### src/design/prq_pkg.sv
// ----------------------------------------------------------------------------
// prq_pkg
// Shared constants, codes and controller/datapath interface types for the
// priority ready queue.
// ----------------------------------------------------------------------------
package prq_pkg;

  localparam int DEPTH       = 256;
  localparam int SLOT_W      = $clog2(DEPTH);
  localparam int CNT_W       = $clog2(DEPTH + 1);
  localparam int ID_W        = 8;
  localparam int PRIO_W      = 4;
  localparam int PRIO_N      = 8;
  localparam int LIST_W      = $clog2(PRIO_N);
  localparam int STATUS_W    = 2;
  localparam int OCC_W       = 9;
  localparam int IN_FIELDS_W = ID_W + PRIO_W;
  localparam int IN_TDATA_W  = ((IN_FIELDS_W + 7) / 8) * 8;
  localparam int IN_PAD_W    = IN_TDATA_W - IN_FIELDS_W;
  localparam int OUT_FIELDS_W = STATUS_W + ID_W + PRIO_W + OCC_W;
  localparam int OUT_TDATA_W  = ((OUT_FIELDS_W + 7) / 8) * 8;
  localparam int OUT_PAD_W    = OUT_TDATA_W - OUT_FIELDS_W;

  localparam logic [PRIO_W-1:0] PRIO_MIN = PRIO_W'(1);
  localparam logic [PRIO_W-1:0] PRIO_MAX = PRIO_W'(PRIO_N);

  typedef enum logic {
    OP_ENQ  = 1'b0,
    OP_DISP = 1'b1
  } op_t;

  typedef enum logic [STATUS_W-1:0] {
    ST_OK       = 2'd0,
    ST_BAD_PRIO = 2'd1,
    ST_FULL     = 2'd2,
    ST_EMPTY    = 2'd3
  } status_t;

  typedef enum logic [2:0] {
    S_IDLE,
    S_EVAL,
    S_ALLOC,
    S_ENQ,
    S_DEQ
  } state_t;

  typedef struct packed {
    logic latch;
    logic fresh_take;
    logic alloc_rd;
    logic alloc_take;
    logic enq_commit;
    logic deq_rd;
    logic deq_commit;
    logic err_commit;
  } cmd_t;

  typedef struct packed {
    logic is_disp;
    logic bad_prio;
    logic full;
    logic empty;
    logic fresh_avail;
    logic out_free;
  } sts_t;

endpackage

### src/design/prq_ctrl.sv
// ----------------------------------------------------------------------------
// prq_ctrl
// Sequencer for one queue item: evaluate, allocate a slot or read the head
// unless the item is refused, then commit the result into the output register.
// ----------------------------------------------------------------------------
module prq_ctrl (
  input  logic           clk,
  input  logic           rst_n,
  input  logic           in_tvalid,
  output logic           in_tready,
  input  prq_pkg::sts_t  sts,
  output prq_pkg::cmd_t  cmd
);

  prq_pkg::state_t state_r;
  prq_pkg::state_t state_nxt;

  always_ff @(posedge clk) begin
    if (!rst_n) begin
      state_r <= prq_pkg::S_IDLE;
    end else begin
      state_r <= state_nxt;
    end
  end

  always_comb begin
    state_nxt = state_r;
    cmd       = '0;
    in_tready = 1'b0;
    unique case (state_r)
      prq_pkg::S_IDLE: begin
        in_tready = 1'b1;
        if (in_tvalid) begin
          cmd.latch = 1'b1;
          state_nxt = prq_pkg::S_EVAL;
        end
      end
      prq_pkg::S_EVAL: begin
        if (sts.is_disp) begin
          if (sts.empty) begin
            if (sts.out_free) begin
              cmd.err_commit = 1'b1;
              state_nxt      = prq_pkg::S_IDLE;
            end
          end else begin
            cmd.deq_rd = 1'b1;
            state_nxt  = prq_pkg::S_DEQ;
          end
        end else if (sts.bad_prio || sts.full) begin
          if (sts.out_free) begin
            cmd.err_commit = 1'b1;
            state_nxt      = prq_pkg::S_IDLE;
          end
        end else if (sts.fresh_avail) begin
          cmd.fresh_take = 1'b1;
          state_nxt      = prq_pkg::S_ENQ;
        end else begin
          cmd.alloc_rd = 1'b1;
          state_nxt    = prq_pkg::S_ALLOC;
        end
      end
      prq_pkg::S_ALLOC: begin
        cmd.alloc_take = 1'b1;
        state_nxt      = prq_pkg::S_ENQ;
      end
      prq_pkg::S_ENQ: begin
        if (sts.out_free) begin
          cmd.enq_commit = 1'b1;
          state_nxt      = prq_pkg::S_IDLE;
        end
      end
      prq_pkg::S_DEQ: begin
        if (sts.out_free) begin
          cmd.deq_commit = 1'b1;
          state_nxt      = prq_pkg::S_IDLE;
        end
      end
      default: begin
        state_nxt = prq_pkg::S_IDLE;
      end
    endcase
  end

endmodule

### config.mk
export PLATFORM = sky130hd
export DESIGN_NAME = prq_ctrl
export DESIGN_NICKNAME = d
export VERILOG_FILES = /design/src/design/prq_pkg.sv /design/src/design/prq_ctrl.sv
export SDC_FILE = /design/constraint.sdc
export NUM_CORES = 1
export LEC_CHECK = 0
export BUFFER_PORTS_ARGS = -buffer_cell sky130_fd_sc_hd__clkbuf_2
export CELL_PAD_IN_SITES_DETAIL_PLACEMENT = 1
export CELL_PAD_IN_SITES_GLOBAL_PLACEMENT = 1
export CORE_AREA = 2 2 39 41
export DETAILED_ROUTE_END_ITERATION = 8
export DIE_AREA = 0 0 41 43
export PLACE_DENSITY_LB_ADDON = 0.1
export SLEW_MARGIN = 5
export SYNTH_ARGS = -nofsm -noshare
export SYNTH_HDL_FRONTEND = slang
export SYNTH_SLANG_ARGS = --single-unit
### constraint.sdc
create_clock -name clk -period 2 [get_ports clk]
set_input_delay 0 -clock clk [delete_from_list [all_inputs] [get_ports clk]]
set_output_delay 0 -clock clk [all_outputs]
set_load 0.1 [all_outputs]
; After elaboration in Yosys (flattened, before gate mapping)
; Cells that the tools add are included.
[totals]
word_cells = 35
ff_bits = 3
[op_classes]
eq_ne = 5
mux = 26
n_reduce_logical = 3
[ops]
columns = cell, n
row1 = 1-bit two-way mux, 17
row2 = 3-bit two-way mux, 5
row3 = 3-bit one-hot mux with 4 select lines, 1
row4 = "3-bit by 2-bit equality test with 1-bit output, second input constant", 2
row5 = 2-bit two-way mux, 3
row6 = "3-bit by 1-bit equality test with 1-bit output, second input constant", 1
row7 = "3-bit equality test, second input constant", 1
row8 = 3-bit zero test, 1
row9 = "2-bit inequality test, second input constant", 1
row10 = 2-bit OR reduction, 1
row11 = 1-bit logical OR, 1

; Longest topological paths before layout
[logic_depth]
depth_word = 4
depth_mapped = 5
mapped_depth_nobuf = 4

; Least setup slack after synthesis
; No wires, ideal clock.
[synth_path]
path_type = flip-flop to output port
start = register state_r[1]
end = output cmd[7] (netlist bit)
t_arrival_ns = 3.494
slack_ns = -1.494
n_path_buf = 1
stages_incl_launch_ff = 4
path_cell_list = dfxtp_1 buf_4 nor3_1 and2_1
[synth_rtl]
columns = item, line
row1 = from (decl), prq_ctrl.sv:15  ; prq_pkg::state_t state_r;
row2 = from (signal assigned), prq_ctrl.sv:20  ; state_r <= prq_pkg::S_IDLE;
row3 = from (signal assigned), prq_ctrl.sv:22  ; state_r <= state_nxt;
row4 = to (decl), prq_ctrl.sv:12  ; output prq_pkg::cmd_t cmd

==> run metrics <==
maxcap violations=0; Critical Path Source Type=flop; dpl ws=approximately 490 ps; largest net degree at the start of global routing=13; worst slew pin tran=543 ps; commonest cells after routing, fill and taps aside=clkbuf_2 (16), nor2_1 (5), nand2_1 (4); clock slew at reported path FFs=roughly 30 ps; Initial DRC Count=1; CTS buffer count=3; Syn Std Cell Area=282 um^2; worst ir drop on vdd=roughly 270 uV; layout cells sized above 1=a little over two fifths; Die ar.=~1800 um^2; Total Routing Usage GR=between 10% and 20%; detailed-route DRC error count=0; total grt overflow=0; worst hold path stage count=3; period utilisation layout=approximately 87%; TNS Setup=0 ps; Main synth FF type=dfxtp_1; total wire length=758 um; commonest non-fill, non-tap cell in the layout=clkbuf_2; clk sink count=3; Syn Inst Count=39; crit path DAT=1750 ps; crit path max fanout=12; die height=between 40 and 50 um; Pleak=between 0.15 and 0.2 nW; clock root cell=clkbuf_4; clk_lat worst skew=between 200 and 250 ps; FMAX=572 MHz; routed length per instance=~10 um; final hold vios=0; cts hold-fix bufs=0; worst hold margin=16.5 ps; worst flop-to-flop path startpoint=state_r[0]; fin crit period=~1700 ps; die width=41 um; RSZ-0062 raised after global routing=no; delay of the slowest critical-path stage=between 500 and 600 ps; Synth Area per Inst=slightly above 7 um^2; Worst Min Path Start=rst_n; IO Port Bufs=17; post-cts gate resize count=0; run status=completed; Placeable Area=around 1400 um^2; Yosys cell types=19; largest reg by FF count=state_r; post-CTS setup buffers=0; pwr dens=between 700 and 800 nW/um^2; initial antenna violation count=0; fillers=about 180; sequential-to-total area share from yosys stat=a little over a fifth; Levels on crit path=3; setup ws final=approximately 250 ps; Post-Syn Nets=48; number of flops mapped to enable cells by yosys=0; Final setup viols=0; Seq cells post-synth=3; Max Buffers Root-to-Sink=2; crit end category=output port; drt pass-1 iters=2; cell area after layout=around 410 um^2; critical path required time=about 2000 ps; worst path bufs/invs=1; Finished Core Util=approximately 29%; via count=325; Critical Path Start=state_r[0]; number of cells on the worst reg-to-reg path=4; global-route wire length before repair=around 1300 um; num rows=14; Synth Warn #=0; max_slew headroom=between 60% and 70%; net count reported at finish=67; vias in the first global route=roughly 310; worst hold path class=input port to flop; Async S/R FF share, synth=0%; cell family with most CP delay=flip-flops; Placed Area=around 380 um^2; Vias/cell=about 4.5; Placer Congestion=about 0.65; max FFs per register=3; Initial Utilization=between 20% and 30%; crit-path cells=nor3b_2 > and3_1 > clkbuf_2; Layout Skew=approximately 0.10 ps; io pins=18; critical path class=flop to output port; # H-tree levels=1; biggest regs=state_r (3); CTS tree=yes; critical path's slowest cell=dfxtp_1; antenna-violating nets left=0; ANT cells=0; Slew Limit Fails=0; Area Growth Syn to Fin=44.9%; dpl hpwl=617 um
## Yosys cell counts (2+ instances only)
cell | count | area [um^2]
nor3b_1 | 2 | 15.0
nor2_1 | 5 | 18.8
and2_1 | 2 | 12.5
and3b_1 | 2 | 17.5
nand2_1 | 4 | 15.0
a21oi_1 | 3 | 15.0
dfxtp_1 | 3 | 60.1
nand2b_1 | 3 | 18.8
nor3_1 | 5 | 25.0
## worst min-delay path: stages
cell and delay [ps]:
clkbuf_2 90, nand3_2 70, a21oi_1 40
## final timing paths
kind | endpoint | slack (ps)
setup / recovery | cmd[6] | 250
hold / removal | state_r[1] | 20
setup reg to reg | state_r[0] | 710
hold reg to reg | state_r[1] | 630
## per-stage QoR
stage / cells / power (mW)
floorplan: 39 / 0.180
global placement: 69 / 0.204
detailed placement: 69 / 0.203
CTS: 73 / 0.314
global route: 73 / 0.331
finish: 73 / 0.305
## layout make-up
type | count | area, um^2 | share of cell area, %
timing repair buffer | 17 | 87.6 | 21.5
clock buffer | 4 | 26.3 | 6.44
tap | 16 | 20.0 | 4.91
sequential | 3 | 60.1 | 14.7
multi-input combinational | 33 | 214 | 52.5
## layer usage
| layer | wire length, um | GRT usage [%] | vias to the layer above |
|---|---|---|---|
| met5 | 0 | 0 | - |
| met4 | 0 | 2.00 | 0 |
| met3 | 77 | 4.71 | 0 |
| met2 | 336 | 16.6 | 17 |
| met1 | 343 | 12.5 | 137 |
| li1 | - | - | 171 |
## logic make-up after synthesis
group,Yosys count,share of synthesized area (%)
AO/OA/AOI/OAI,5,9.78
flip-flops,3,21.3
AND/OR/NAND/NOR,28,60.4
buffers and inverters,3,8.44
## power breakdown
part	leakage, nW	total, mW	switching, mW	internal (mW)
logic	0.154	0.125	0.0915	0.0335
clock network	0.0150	0.104	0.0294	0.0746
registers	0.0244	0.0757	0.0118	0.0639
total	0.194	0.305	0.133	0.172
No activity file was read; power rests on OpenSTA's default activity.
